<file path="src/rtl/core/tsa_pkg.sv">
// Shared types and constants for the tracked target slot assigner.
package tsa_pkg;

   // Fixed field widths of the ports and of the per-user state.
   localparam int MASK_W     = 6;
   localparam int SLOT_W     = 3;
   localparam int CNT_W      = 3;
   localparam int USER_W     = 2;
   localparam int CSR_IDX_W  = 1;
   localparam int CSR_DATA_W = 3;

   // Default sizes of the design.
   localparam int DEF_MAX_USERS  = 4;
   localparam int DEF_SLOT_COUNT = 6;

   // Register reset values.
   localparam logic [CSR_DATA_W-1:0] RESET_USERS_IN_USE = 3'd2;
   localparam logic [CSR_DATA_W-1:0] RESET_HOLD_LIMIT   = 3'd5;

   // Configuration register indexes.
   typedef enum logic [CSR_IDX_W-1:0] {
      CSR_USERS_IN_USE = 1'b0,
      CSR_HOLD_LIMIT   = 1'b1
   } csr_index_type;

   // Sequencer states.
   typedef enum logic [1:0] {
      ST_IDLE,
      ST_WALK,
      ST_EMIT
   } state_type;

   // Token that walks the row of user cells with the slot mask.
   typedef struct packed {
      logic valid;
      logic second;
   } link_type;

endpackage

</file>
<file path="src/rtl/core/tsa_cell.sv">
// One user cell: holds a user's slot and hold counter and updates the walking slot mask.
module tsa_cell #(
   parameter int SLOT_COUNT = tsa_pkg::DEF_SLOT_COUNT
) (
   input  logic                      clock,
   input  logic                      reset,
   input  logic                      in_use,
   input  logic [tsa_pkg::CNT_W-1:0] lim,
   input  tsa_pkg::link_type         link_in,
   input  logic [SLOT_COUNT-1:0]     avail_in,
   output tsa_pkg::link_type         link_out,
   output logic [SLOT_COUNT-1:0]     avail_out,
   output logic [tsa_pkg::SLOT_W-1:0] slot,
   output logic [tsa_pkg::CNT_W-1:0]  count
);
   import tsa_pkg::*;

   link_type              link_ff, link_in_nx;
   logic [SLOT_COUNT-1:0] avail_ff, avail_in_nx;
   logic [SLOT_W-1:0]     slot_ff, slot_in;
   logic [CNT_W-1:0]      cnt_ff, cnt_in;
   logic [SLOT_COUNT-1:0] held_bit;
   logic [SLOT_COUNT-1:0] low_bit;
   logic [SLOT_W-1:0]     low_idx;
   logic [CNT_W:0]        cnt_inc;

   // One-hot of the held slot; slots beyond the count never match.
   always_comb begin
      for (int j = 0; j < SLOT_COUNT; j++) begin
         held_bit[j] = (slot_ff == SLOT_W'(j));
      end
   end

   // Lowest available slot, as a one-hot and as an index.
   always_comb begin
      low_bit = avail_in & (~avail_in + 1'b1);
      low_idx = '0;
      for (int j = SLOT_COUNT - 1; j >= 0; j--) begin
         if (avail_in[j]) begin
            low_idx = SLOT_W'(j);
         end
      end
   end

   assign cnt_inc = {1'b0, cnt_ff} + 1'b1;

   // The first walk renews or ages the hold; the second hands out a free slot.
   always_comb begin
      link_in_nx  = link_in;
      avail_in_nx = avail_in;
      slot_in     = slot_ff;
      cnt_in      = cnt_ff;
      if (link_in.valid && in_use) begin
         if (!link_in.second) begin
            if (cnt_ff != '0) begin
               if ((avail_in & held_bit) != '0) begin
                  avail_in_nx = avail_in & ~held_bit;
                  cnt_in      = (cnt_inc > {1'b0, lim}) ? lim : cnt_inc[CNT_W-1:0];
               end else begin
                  cnt_in = cnt_ff - 1'b1;
               end
            end
         end else begin
            if (cnt_ff == '0 && avail_in != '0) begin
               slot_in     = low_idx;
               cnt_in      = CNT_W'(1);
               avail_in_nx = avail_in & ~low_bit;
            end
         end
      end
   end

   // State and the link register towards the next cell.
   always_ff @(posedge clock) begin
      if (reset) begin
         link_ff <= '0;
         slot_ff <= '0;
         cnt_ff  <= '0;
      end else begin
         link_ff <= link_in_nx;
         slot_ff <= slot_in;
         cnt_ff  <= cnt_in;
      end
      avail_ff <= avail_in_nx;
   end

   assign link_out  = link_ff;
   assign avail_out = avail_ff;
   assign slot      = slot_ff;
   assign count     = cnt_ff;

endmodule

</file>
<file path="src/rtl/core/tracked_target_slot_assigner.sv">
// Top level of the tracked target slot assigner: sequencer, user cell row and result register.
// For each item the slot mask walks the row of user cells twice, one cell a cycle (once to
// renew held slots, once to hand out free ones), and then one result per user in use leaves
// the result register, a cycle each unless stalled.
// The next item is taken while the last result still waits in the result register.
module tracked_target_slot_assigner #(
   parameter int MAX_USERS  = tsa_pkg::DEF_MAX_USERS,
   parameter int SLOT_COUNT = tsa_pkg::DEF_SLOT_COUNT
) (
   input  logic                           clock,
   input  logic                           reset,
   input  logic                           req_valid,
   output logic                           req_stall,
   input  logic [tsa_pkg::MASK_W-1:0]     req_tracked_mask,
   output logic                           rsp_valid,
   input  logic                           rsp_stall,
   output logic [tsa_pkg::USER_W-1:0]     rsp_user_index,
   output logic [tsa_pkg::SLOT_W-1:0]     rsp_slot_id,
   output logic [tsa_pkg::CNT_W-1:0]      rsp_hold_count,
   output logic [tsa_pkg::SLOT_W-1:0]     rsp_track_id,
   output logic                           rsp_last,
   input  logic                           csr_valid,
   output logic                           csr_ready,
   input  logic [tsa_pkg::CSR_IDX_W-1:0]  csr_index,
   input  logic [tsa_pkg::CSR_DATA_W-1:0] csr_data
);
   import tsa_pkg::*;

   localparam int IW = (MAX_USERS > 1) ? $clog2(MAX_USERS) : 1;
   localparam int NW = $clog2(MAX_USERS + 1);

   state_type             state_ff, state_in;
   logic [CSR_DATA_W-1:0] users_ff, limit_ff;
   logic [IW-1:0]         idx_ff, idx_in;
   logic [SLOT_COUNT-1:0] tracked_ff, tracked_in;
   logic [SLOT_COUNT-1:0] req_mask;
   logic [NW-1:0]         n_eff;
   logic [CNT_W-1:0]      lim_eff;
   logic [MAX_USERS-1:0]  in_use;

   link_type              link_chain  [MAX_USERS+1];
   logic [SLOT_COUNT-1:0] avail_chain [MAX_USERS+1];
   logic [SLOT_W-1:0]     cell_slot   [MAX_USERS];
   logic [CNT_W-1:0]      cell_cnt    [MAX_USERS];
   link_type              link_start;
   logic [SLOT_COUNT-1:0] avail_start;

   logic                  rsp_valid_ff, rsp_valid_in;
   logic [USER_W-1:0]     rsp_user_ff;
   logic [SLOT_W-1:0]     rsp_slot_ff, rsp_track_ff;
   logic [CNT_W-1:0]      rsp_cnt_ff;
   logic                  rsp_last_ff;
   logic                  load;
   logic                  is_last;
   logic [SLOT_W-1:0]     sel_slot;
   logic [CNT_W-1:0]      sel_cnt;
   logic                  sel_on;

   // Configuration registers; writes are always taken.
   assign csr_ready = 1'b1;

   always_ff @(posedge clock) begin
      if (reset) begin
         users_ff <= RESET_USERS_IN_USE;
         limit_ff <= RESET_HOLD_LIMIT;
      end else if (csr_valid) begin
         case (csr_index_type'(csr_index))
            CSR_USERS_IN_USE: users_ff <= csr_data;
            CSR_HOLD_LIMIT:   limit_ff <= csr_data;
            default:          ;
         endcase
      end
   end

   // Effective user count and hold limit after clamping.
   always_comb begin
      if (users_ff == '0) begin
         n_eff = NW'(1);
      end else if (int'(users_ff) > MAX_USERS) begin
         n_eff = NW'(MAX_USERS);
      end else begin
         n_eff = NW'(users_ff);
      end
      lim_eff = (limit_ff == '0) ? CNT_W'(1) : limit_ff;
   end

   // Mask bits at or above the slot count are dropped.
   for (genvar j = 0; j < SLOT_COUNT; j++) begin : g_mask
      if (j < MASK_W) begin : g_in
         assign req_mask[j] = req_tracked_mask[j];
      end else begin : g_out
         assign req_mask[j] = 1'b0;
      end
   end

   // The sequencer feeds the first cell of the row.
   assign link_chain[0]  = link_start;
   assign avail_chain[0] = avail_start;

   // Row of user cells; the mask and token move one cell a cycle.
   for (genvar i = 0; i < MAX_USERS; i++) begin : g_cell
      assign in_use[i] = (NW'(i) < n_eff);
      tsa_cell #(
         .SLOT_COUNT(SLOT_COUNT)
      ) u_cell (
         .clock     (clock),
         .reset     (reset),
         .in_use    (in_use[i]),
         .lim       (lim_eff),
         .link_in   (link_chain[i]),
         .avail_in  (avail_chain[i]),
         .link_out  (link_chain[i+1]),
         .avail_out (avail_chain[i+1]),
         .slot      (cell_slot[i]),
         .count     (cell_cnt[i])
      );
   end

   // Result fields of the user being emitted.
   always_comb begin
      sel_cnt  = cell_cnt[idx_ff];
      sel_slot = (sel_cnt != '0) ? cell_slot[idx_ff] : '0;
      sel_on   = 1'b0;
      for (int j = 0; j < SLOT_COUNT; j++) begin
         if (sel_slot == SLOT_W'(j) && tracked_ff[j]) begin
            sel_on = 1'b1;
         end
      end
      sel_on  = sel_on && (sel_cnt != '0);
      is_last = ((NW'(idx_ff) + 1'b1) == n_eff);
   end

   // Sequencer: start the first walk, chain the second, then emit results.
   always_comb begin
      state_in    = state_ff;
      idx_in      = idx_ff;
      tracked_in  = tracked_ff;
      link_start  = '0;
      avail_start = avail_chain[MAX_USERS];
      load        = 1'b0;
      case (state_ff)
         ST_IDLE: begin
            if (req_valid) begin
               link_start.valid = 1'b1;
               avail_start      = req_mask;
               tracked_in       = req_mask;
               state_in         = ST_WALK;
            end
         end
         ST_WALK: begin
            if (link_chain[MAX_USERS].valid) begin
               if (!link_chain[MAX_USERS].second) begin
                  link_start.valid  = 1'b1;
                  link_start.second = 1'b1;
               end else begin
                  idx_in   = '0;
                  state_in = ST_EMIT;
               end
            end
         end
         ST_EMIT: begin
            if (!rsp_valid_ff || !rsp_stall) begin
               load   = 1'b1;
               idx_in = idx_ff + 1'b1;
               if (is_last) begin
                  idx_in   = '0;
                  state_in = ST_IDLE;
               end
            end
         end
         default: begin
            state_in = ST_IDLE;
         end
      endcase
   end

   assign rsp_valid_in = load ? 1'b1 : (rsp_valid_ff && rsp_stall);

   always_ff @(posedge clock) begin
      if (reset) begin
         state_ff     <= ST_IDLE;
         idx_ff       <= '0;
         rsp_valid_ff <= 1'b0;
      end else begin
         state_ff     <= state_in;
         idx_ff       <= idx_in;
         rsp_valid_ff <= rsp_valid_in;
      end
      tracked_ff <= tracked_in;
   end

   // Result register.
   always_ff @(posedge clock) begin
      if (load) begin
         rsp_user_ff  <= USER_W'(idx_ff);
         rsp_slot_ff  <= sel_slot;
         rsp_cnt_ff   <= sel_cnt;
         rsp_track_ff <= sel_on ? (sel_slot + 1'b1) : '0;
         rsp_last_ff  <= is_last;
      end
   end

   assign req_stall      = (state_ff != ST_IDLE);
   assign rsp_valid      = rsp_valid_ff;
   assign rsp_user_index = rsp_user_ff;
   assign rsp_slot_id    = rsp_slot_ff;
   assign rsp_hold_count = rsp_cnt_ff;
   assign rsp_track_id   = rsp_track_ff;
   assign rsp_last       = rsp_last_ff;

`ifndef NO_ASSERTIONS
   logic [MAX_USERS-1:0] tok_vec;

   for (genvar i = 0; i < MAX_USERS; i++) begin : g_tok
      assign tok_vec[i] = link_chain[i].valid;
   end

   // Only one token is ever inside the row of cells.
   a_one_token: assert property (@(posedge clock) disable iff (reset)
      $onehot0(tok_vec))
      else $error("more than one token inside the cell row");

   // A tracked id is only reported for a user that holds a slot.
   a_track_held: assert property (@(posedge clock) disable iff (reset)
      (rsp_valid && rsp_track_id != '0) |-> (rsp_hold_count != '0))
      else $error("track id given for a user without a slot");

   // Once an item is taken, no further item is taken in the next cycle.
   a_busy_after: assert property (@(posedge clock) disable iff (reset)
      (req_valid && !req_stall) |=> req_stall)
      else $error("input not stalled after an item was taken");
`endif

endmodule

</file>
<file path="config.mk">
export PLATFORM = sky130hd
export DESIGN_NAME = tracked_target_slot_assigner
export DESIGN_NICKNAME = d
export VERILOG_FILES = /design/src/rtl/core/tsa_pkg.sv /design/src/rtl/core/tsa_cell.sv /design/src/rtl/core/tracked_target_slot_assigner.sv
export SDC_FILE = /design/constraint.sdc
export NUM_CORES = 1
export LEC_CHECK = 0
export BUFFER_PORTS_ARGS = -buffer_cell sky130_fd_sc_hd__buf_4
export CORE_ASPECT_RATIO = 1.25
export CORE_UTILIZATION = 61
export CTS_CLUSTER_SIZE = 24
export DETAILED_ROUTE_END_ITERATION = 6
export PLACE_DENSITY = 0.8
export SYNTH_ARGS = -nofsm -noshare
export SYNTH_HDL_FRONTEND = slang
export SYNTH_HIERARCHICAL = 1
export SYNTH_SLANG_ARGS = --single-unit
export TNS_END_PERCENT = 50
</file>
<file path="constraint.sdc">
create_clock -name clock -period 4.2 [get_ports clock]
set_clock_uncertainty 0.15 [all_clocks]
set_input_delay 0.63 -clock clock [delete_from_list [all_inputs] [get_ports clock]]
set_output_delay 0.63 -clock clock [all_outputs]
set_load 0.01 [all_outputs]
</file>
==> impl_table.tex, run 1 <==
\begin{tabular}{lr}
\hline
Metric & Value \\
\hline
\multicolumn{2}{l}{\textbf{Run status}} \\
\quad Result of the run & finished, final reports clean \\
\multicolumn{2}{l}{\textbf{Clock tree}} \\
\quad Worst-Skew Late Latency & 360 ps \\
\quad Number of clock sinks & 85 \\
\quad Number of clock buffers inserted by TritonCTS & 9 \\
\quad Post CTS Setup Buffer Count & 0 \\
\quad Clock-pin slew on the worst setup and hold paths & 90 ps \\
\quad Number of resized instances in the post-cts repair step & 0 \\
\quad Maximum level of the CTS H-tree & 3 \\
\quad Root buffer cell & sky130\_fd\_sc\_hd\_\_clkbuf\_8 \\
\quad Clock Tree Buf Depth & 2 \\
\quad Cts-stage hold buffer count & 0 \\
\quad CTS tree & yes \\
\multicolumn{2}{l}{\textbf{Power}} \\
\quad Worst vdd ir & 0.290 mV \\
\quad Switching fraction of total power & 24.7\% \\
\quad PD cells & 346 nW/um\^{}2 \\
\quad Proportion of power drawn by flip-flops and latches & 49.3\% \\
\quad Leak pwr & 0.00212 uW \\
\quad Clk pwr share & 40.0\% \\
\quad Cell-internal power & 1420 uW \\
\quad Combinational share of power & 10.7\% \\
\quad Switching power & 467 uW \\
\multicolumn{2}{l}{\textbf{Logic synthesis}} \\
\quad Post-synthesis cell count & 521 \\
\quad Avg Synthesized Cell Area & 9.52 sq um \\
\quad EDFF count, synth & 18 \\
\quad Area share of the largest cell type after synthesis & 27.0\% \\
\quad Post-synthesis async set-or-reset flop share & 0\% \\
\quad Cell accounting for the most synthesized area & sky130\_fd\_sc\_hd\_\_dfxtp\_1 \\
\quad Top FF cell, synth & sky130\_fd\_sc\_hd\_\_dfxtp\_1 \\
\quad Count of unique library cells instantiated by Yosys & 71 \\
\quad Flip-flop and latch count after synthesis & 85 \\
\quad Cell types with the largest area share after synthesis & sky130\_fd\_sc\_hd\_\_dfxtp\_1, sky130\_fd\_sc\_hd\_\_edfxtp\_1, sky130\_fd\_sc\_hd\_\_ha\_1 \\
\quad Number of warnings issued by yosys & 6 \\
\quad Sequential share of the synthesized area & 37.9\% \\
\quad Post-synthesis instance area & 4960 sq um \\
\multicolumn{2}{l}{\textbf{Finish}} \\
\quad Diode insertion count for antenna repair & 0 \\
\quad Commonest non-fill, non-tap cells in the layout & sky130\_fd\_sc\_hd\_\_dfxtp\_1, sky130\_fd\_sc\_hd\_\_nand2\_1, sky130\_fd\_sc\_hd\_\_inv\_1 \\
\quad Fin nets & 593 \\
\quad Most frequent standard cell in the layout excluding fill and tap cells & sky130\_fd\_sc\_hd\_\_dfxtp\_1 \\
\quad Proportion of layout cells with a drive suffix above 1 & 13.7\% \\
\quad Area added between synthesis and finish & 10.2\% \\
\quad Number of filler cells placed in the layout & 597 \\
\multicolumn{2}{l}{\textbf{Die}} \\
\quad Die Y-Extent & 103 um \\
\quad Overall die area & 8500 sq um \\
\quad Initial standard-cell utilization of the core & 63.3\% \\
\quad Core footprint & 7840 sq um \\
\quad DIE WIDTH & 82.7 um \\
\quad Std-Cell Rows & 36 \\
\quad Number of primary I/O pins & 30 \\
\multicolumn{2}{l}{\textbf{Setup path}} \\
\quad Worst Setup Start Kind & flip-flop \\
\quad Cells along the critical path & or2\_2, nor2\_2, mux2\_2, or4\_1, o311a\_1, o21bai\_1, a21oi\_1, o31a\_1 \\
\quad CP Data Required Time & 4300 ps \\
\quad Max incr delay on CP & 540 ps \\
\quad Data arrival time of the worst path & 3310 ps \\
\quad Worst-path fanout max & 13 \\
\quad Worst setup path class & flip-flop to flip-flop \\
\quad Critical path's slowest cell & sky130\_fd\_sc\_hd\_\_or4\_1 \\
\quad Crit path capture type & flip-flop \\
\quad Number of cells on the worst reg-to-reg path & 8 \\
\multicolumn{2}{l}{\textbf{STA}} \\
\quad Tightest hold margin & 298 ps \\
\quad Share of the clock period used by the worst path after layout & 76.4\% \\
\quad Max frequency & 0.312 GHz \\
\quad RSZ-0062 raised after global routing & no \\
\quad Final Hold Fails & 0 \\
\quad Tightest Pin Transition & 986 ps \\
\quad Final slew viol count & 0 \\
\quad Final critical delay including setup and external delays & 3210 ps \\
\quad Finish-stage setup viols & 0 \\
\quad Setup TNS & 0 ps \\
\quad Slew HR & 34.0\% \\
\multicolumn{2}{l}{\textbf{Routing}} \\
\quad Number of DRC markers in iteration 0 & 221 \\
\quad Number of nets with antenna violations after routing & 0 \\
\quad Via density & 6.45 \\
\quad Drc violations & 0 \\
\quad Wire length per cell after detailed routing & 18.3 um \\
\quad Pre-Repair DR Iteration Count & 5 \\
\quad Via count & 4177 \\
\quad Total wirelength of the detailed-routed design & 11800 um \\
\multicolumn{2}{l}{\textbf{Placed design}} \\
\quad Weighted congestion reported at the end of routability-driven placement & 0.920 \\
\quad Number of I/O port buffers & 28 \\
\quad HPWL after detailed placement & 8800 um \\
\multicolumn{2}{l}{\textbf{Run}} \\
\quad Count of maximum capacitance violations & 0 \\
\multicolumn{2}{l}{\textbf{Global routing}} \\
\quad Via count of the first global-routing pass & 3965 \\
\quad Largest net degree at the start of global routing & 50 \\
\quad Initial antenna violation count & 0 \\
\quad Total global-route track usage & 29.2\% \\
\quad First-pass GRT wire length & 18500 um \\
\quad Gr ovfl total & 0 \\
\multicolumn{2}{l}{\textbf{Hold path}} \\
\quad WHS Path Cells & 1 \\
\quad Worst hold-check path type & primary input to flip-flop \\
\hline
\end{tabular}
[kinds of logic (layout without fill, tap and decap cells)]
group | Yosys count | in the layout | share of synthesized area [%]
AOI/OAI and AO/OA | 138 | 138 | 20.4
xor gates and xnor gates | 8 | 8 | 1.41
adders and majority gates | 30 | 30 | 7.57
buffers and inverters | 55 | 83 | 5.15
DFF | 85 | 85 | 37.9
muxes | 33 | 33 | 8.50
other | 1 | 5 | 0.0756
and+or+nand+nor | 171 | 171 | 19.0
[per-stage QoR]
step | cells | area, sq um | utilization [%] | worst slack, ps | total power [uW]
global placement | 632 | 5200 | 66.4 | 1000 | 1140
global route | 648 | 5470 | 69.7 | 844 | 1950
floorplan | 525 | 4970 | - | 1270 | 1080
detailed placement | 632 | 5200 | 66.4 | 921 | 1150
CTS | 648 | 5470 | 69.7 | 1010 | 1890
finish | 648 | 5470 | 69.7 | 992 | 1890
[power groups by stage]
stage | Combinational [uW] | Clock (uW) | Sequential, uW
after CTS | 198 | 762 | 931
after global routing | 220 | 795 | 939
final | 201 | 756 | 932
after global placement | 192 | 0 | 950
after detailed placement | 197 | 0 | 950
after floorplan | 154 | 0 | 928
[worst paths after layout]
path                       start                        end  slack, ps
max                  state_ff[0]  g_cell[0].u_cell/count[0]        990
min          req_tracked_mask[1]              tracked_ff[1]        300
max reg2reg          state_ff[0]  g_cell[0].u_cell/count[0]        990
min reg2reg          limit_ff[0]                limit_ff[0]        330
[area by class of cell]
| type | count | area [sq um] | share of cell area [%] |
|---|---|---|---|
| Clock buffer | 10 | 128 | 2.33 |
| Clock inverter | 6 | 136 | 2.49 |
| Inverter | 37 | 139 | 2.54 |
| Multi-Input combinational cell | 385 | 2840 | 51.9 |
| Sequential cell | 85 | 1880 | 34.4 |
| Tap cell | 95 | 119 | 2.17 |
| Timing Repair Buffer | 30 | 225 | 4.12 |
[worst max-delay path, delay by kind of cell (launching register included)]
kind,cells,cell delay [ps]
muxes,1,460
and+or+nand+nor,3,1340
DFF,1,350
AOI/OAI and AO/OA,4,800
[flip-flops by register name (all words and copies together), names as in the netlist, 6 cells and up]
signal	cells
g_cell.u_cell/count	12
tracked_ff	6
g_cell.u_cell/slot	12
g_cell.u_cell/link_out	8
g_cell.u_cell/avail_out	24
[routing by layer]
metal | global-route usage, % | share of wire (%) | up-vias
met2 | 52.3 | 51 | 140
met5 | 0 | 0 | -
met4 | 12.3 | 2.6 | 0
met3 | 4.87 | 5.4 | 24
met1 | 33.8 | 41 | 2012
li1 | - | - | 2001
[synthesized netlist by cell type (4+ instances only)]
cell type,count
sky130_fd_sc_hd__dfxtp_1,67
sky130_fd_sc_hd__inv_1,37
sky130_fd_sc_hd__nand2_1,37
sky130_fd_sc_hd__ha_1,30
sky130_fd_sc_hd__nor2_1,30
sky130_fd_sc_hd__a21oi_1,29
sky130_fd_sc_hd__edfxtp_1,18
sky130_fd_sc_hd__mux2i_1,17
sky130_fd_sc_hd__nor2b_1,16
sky130_fd_sc_hd__a31oi_1,15
sky130_fd_sc_hd__nand3_1,14
sky130_fd_sc_hd__nand3b_1,12
sky130_fd_sc_hd__o21ai_0,12
sky130_fd_sc_hd__clkbuf_1,11
sky130_fd_sc_hd__nor3_1,11
sky130_fd_sc_hd__mux2_2,10
sky130_fd_sc_hd__o211ai_1,9
sky130_fd_sc_hd__o21a_1,7
sky130_fd_sc_hd__o311a_1,7
sky130_fd_sc_hd__xor2_1,7
sky130_fd_sc_hd__buf_6,6
sky130_fd_sc_hd__nand2b_1,6
sky130_fd_sc_hd__o31ai_1,6
sky130_fd_sc_hd__nor4_1,5
sky130_fd_sc_hd__o21bai_1,5
sky130_fd_sc_hd__and3_1,4
sky130_fd_sc_hd__nand4_1,4
sky130_fd_sc_hd__o2111ai_1,4
sky130_fd_sc_hd__o32ai_1,4
sky130_fd_sc_hd__o41ai_1,4
sky130_fd_sc_hd__or2b_1,4
sky130_fd_sc_hd__or3_1,4
Power figures use the tool's default switching activity.
==> run 2: changes to the inputs <==
--- a/config.mk
+++ b/config.mk
@@ -7,10 +7,10 @@
 export LEC_CHECK = 0
 export BUFFER_PORTS_ARGS = -buffer_cell sky130_fd_sc_hd__buf_4
 export CORE_ASPECT_RATIO = 1.25
-export CORE_UTILIZATION = 61
+export CORE_UTILIZATION = 55
 export CTS_CLUSTER_SIZE = 24
 export DETAILED_ROUTE_END_ITERATION = 6
-export PLACE_DENSITY = 0.8
+export PLACE_DENSITY = 0.76
 export SYNTH_ARGS = -nofsm -noshare
 export SYNTH_HDL_FRONTEND = slang
 export SYNTH_HIERARCHICAL = 1
==> constraint.sdc (replaced) <==
create_clock -name clock -period 2.7 [get_ports clock]
set_clock_uncertainty 0.15 [all_clocks]
set_input_delay 0.405 -clock clock [delete_from_list [all_inputs] [get_ports clock]]
set_output_delay 0.405 -clock clock [all_outputs]
set_load 0.01 [all_outputs]
==> run 2 against run 1 <==
The flow now finishes with violations (negative setup slack). Critical path type unchanged. Cell count up 10%. Largest cell class unchanged. Worst hold slack got worse by 210 ps. Via count increased by 3.0%.
==> impl_table.tex, run 2 (synthesized netlist as in run 1, its figures left out) <==
\begin{tabular}{lr}
\hline
Metric & Value \\
\hline
\multicolumn{2}{l}{\textbf{Run status}} \\
\quad Violations in the final reports & negative setup slack \\
\quad Result of the run & finished with violations \\
\multicolumn{2}{l}{\textbf{Setup path}} \\
\quad Top delay family on crit path & simple AND/OR/NAND/NOR gates \\
\quad Worst-path fanout max & 5 (-8) \\
\quad Crit path capture type & flip-flop \\
\quad Worst Setup Start Kind & flip-flop \\
\quad Number of buffer and inverter stages on the critical path & 1 (+1) \\
\quad CP Data Required Time & 2650 ps (-1650 ps) \\
\quad Cells along the critical path & mux4\_2, or3\_4, nand2\_2, inv\_2, ha\_4, a222oi\_1, nand2\_1, o211ai\_2, nor2\_1 \\
\quad Critical path's slowest cell & sky130\_fd\_sc\_hd\_\_mux4\_2 \\
\quad Max incr delay on CP & 510 ps (-30 ps) \\
\quad Data arrival time of the worst path & 2670 ps (-640 ps) \\
\quad Worst setup path class & flip-flop to flip-flop \\
\multicolumn{2}{l}{\textbf{Clock tree}} \\
\quad Number of clock sinks & 85 (unchanged) \\
\quad Clock Tree Buf Depth & 2 (unchanged) \\
\quad Maximum level of the CTS H-tree & 3 (unchanged) \\
\quad CTS tree & yes \\
\quad Clock-pin slew on the worst setup and hold paths & 80 ps (about the same) \\
\quad Number of clock buffers inserted by TritonCTS & 9 (unchanged) \\
\quad Root buffer cell & sky130\_fd\_sc\_hd\_\_clkbuf\_8 \\
\quad Worst-Skew Late Latency & 340 ps (-20 ps) \\
\multicolumn{2}{l}{\textbf{Hold path}} \\
\quad Worst hold-check path type & primary input to flip-flop \\
\multicolumn{2}{l}{\textbf{Placed design}} \\
\quad Number of I/O port buffers & 28 (unchanged) \\
\quad Weighted congestion reported at the end of routability-driven placement & 0.972 (+5.7\%) \\
\quad Number of cells after detailed placement & 694 (+9.8\%) \\
\quad HPWL after detailed placement & 9050 um (+2.9\%) \\
\quad Worst Setup Slack post-DPL & -203 ps (-1120 ps) \\
\multicolumn{2}{l}{\textbf{Routing}} \\
\quad Number of nets with antenna violations after routing & 0 (unchanged) \\
\quad Pre-Repair DR Iteration Count & 5 (unchanged) \\
\quad Via density & 6.04 (-6.4\%) \\
\quad Total wirelength of the detailed-routed design & 12100 um (+2.2\%) \\
\quad Number of DRC markers in iteration 0 & 296 (+34\%) \\
\quad Wire length per cell after detailed routing & 17.0 um (-7.1\%) \\
\quad Via count & 4304 (+3.0\%) \\
\quad Drc violations & 0 (unchanged) \\
\multicolumn{2}{l}{\textbf{Global routing}} \\
\quad Largest net degree at the start of global routing & 32 (-36\%) \\
\quad Via count of the first global-routing pass & 4098 (+3.4\%) \\
\quad Gr ovfl total & 0 (unchanged) \\
\quad Initial antenna violation count & 0 (unchanged) \\
\quad First-pass GRT wire length & 19500 um (+5.0\%) \\
\quad Total global-route track usage & 27.0\% (-2.2 points) \\
\multicolumn{2}{l}{\textbf{STA}} \\
\quad Final worst slack & -23.3 ps (-1020 ps) \\
\quad Final critical delay including setup and external delays & 2720 ps (-485 ps) \\
\quad Tightest Pin Transition & 639 ps (-346 ps) \\
\quad Setup TNS & -50.2 ps (-50.2 ps) \\
\quad Slew HR & 57.0\% (+23 points) \\
\quad Max frequency & 0.367 GHz (+18\%) \\
\quad RSZ-0062 raised after global routing & yes \\
\quad Final Hold Fails & 0 (unchanged) \\
\quad Final slew viol count & 0 (unchanged) \\
\quad Finish-stage setup viols & 3 (+3) \\
\quad Tightest hold margin & 92.4 ps (-205 ps) \\
\quad Share of the clock period used by the worst path after layout & 101\% (+24 points) \\
\multicolumn{2}{l}{\textbf{Finish}} \\
\quad Commonest non-fill, non-tap cells in the layout & sky130\_fd\_sc\_hd\_\_buf\_4, sky130\_fd\_sc\_hd\_\_dfxtp\_1, sky130\_fd\_sc\_hd\_\_nand2\_1 \\
\quad Number of filler cells placed in the layout & 679 (+14\%) \\
\quad Proportion of layout cells with a drive suffix above 1 & 21.4\% (+7.7 points) \\
\quad Largest register FFs & 24 (unchanged) \\
\quad Diode insertion count for antenna repair & 0 (unchanged) \\
\quad Most frequent standard cell in the layout excluding fill and tap cells & sky130\_fd\_sc\_hd\_\_buf\_4 \\
\quad Sequential standard cell area & 1890 sq um (+0.20\%) \\
\quad Multi-input logic area & 2910 sq um (+2.6\%) \\
\quad Non-Filler Instances & 713 (+10\%) \\
\quad Area added between synthesis and finish & 16.8\% \\
\quad Fin nets & 633 (+6.7\%) \\
\multicolumn{2}{l}{\textbf{Power}} \\
\quad Overall power consumption & 2660 uW (+41\%) \\
\quad Worst vdd ir & 0.285 mV (-1.5\%) \\
\quad PD cells & 458 nW/um\^{}2 (+33\%) \\
\quad Leak pwr & 0.00229 uW (+8.1\%) \\
\multicolumn{2}{l}{\textbf{Die}} \\
\quad Die Y-Extent & 108 um (+5.2\%) \\
\quad Core footprint & 8700 sq um (+11\%) \\
\quad Initial standard-cell utilization of the core & 57.0\% (-6.3 points) \\
\quad DIE WIDTH & 86.9 um (+5.2\%) \\
\quad Overall die area & 9400 sq um (+11\%) \\
\quad Std-Cell Rows & 38 (+5.6\%) \\
\quad Number of primary I/O pins & 30 (unchanged) \\
\multicolumn{2}{l}{\textbf{Run}} \\
\quad Count of maximum capacitance violations & 0 (unchanged) \\
\hline
\end{tabular}
## run 2: where the power goes
group | internal, uW | total [uW] | switching, uW
registers | 1360 | 1440 | 81.2
logic | 170 | 363 | 192
clock network | 422 | 849 | 426
## run 2: repair_timing
item / CTS / global route
endpoints found under the setup margin: 4 / 10
hold buffers: 0 / 0
pin swaps: 10 / 5
resized for setup: 8 / 6
setup buffers: 2 / 1
## run 2: routing by layer
metal	GRT usage (%)	part of all wire, %	vias up
met5	0	0	-
met4	15.0	4.0	0
met3	4.35	4.8	34
met2	46.0	50	144
met1	32.1	42	2051
li1	-	-	2075
## run 2: cell type report
| class | instances | area share (%) |
|---|---|---|
| clock inverter | 5 | 0.886 |
| tap | 120 | 2.59 |
| sequential | 85 | 32.5 |
| multi-input combinational | 385 | 50.2 |
| inverter | 37 | 2.40 |
| timing repair buffer | 70 | 9.07 |
| clock buffer | 11 | 2.27 |
## run 2: through the flow
stage                     instance area (sq um)  utilization, %
final                                      5790            66.6
after global routing                       5790            66.6
after floorplan                            4990               -
after detailed placement                   5530            63.6
after global placement                     5530            63.6
after CTS                                  5750            66.0
## run 2: path summary, 6_finish.rpt
| check | start | end | slack [ps] | depth (start not counted) |
|---|---|---|---|---|
| min | req_tracked_mask[4] | tracked_ff[4] | 90 | 1 |
| min reg2reg | limit_ff[0] | limit_ff[0] | 330 | 1 |
| max reg2reg | idx_ff[0] | rsp_track_id[1] | -20 | 9 |
| max | idx_ff[0] | rsp_track_id[1] | -20 | 9 |
## run 2: worst register-to-register path: cells and delay by family, from the launching register on
| kind | cells | cell delay (ps) |
|---|---|---|
| multiplexers | 1 | 520 |
| buffers and inverters | 1 | 60 |
| AND/OR/NAND/NOR | 4 | 740 |
| flip-flops | 1 | 390 |
| adder cells (fa/ha/maj) | 1 | 150 |
| AO/OA/AOI/OAI | 2 | 480 |
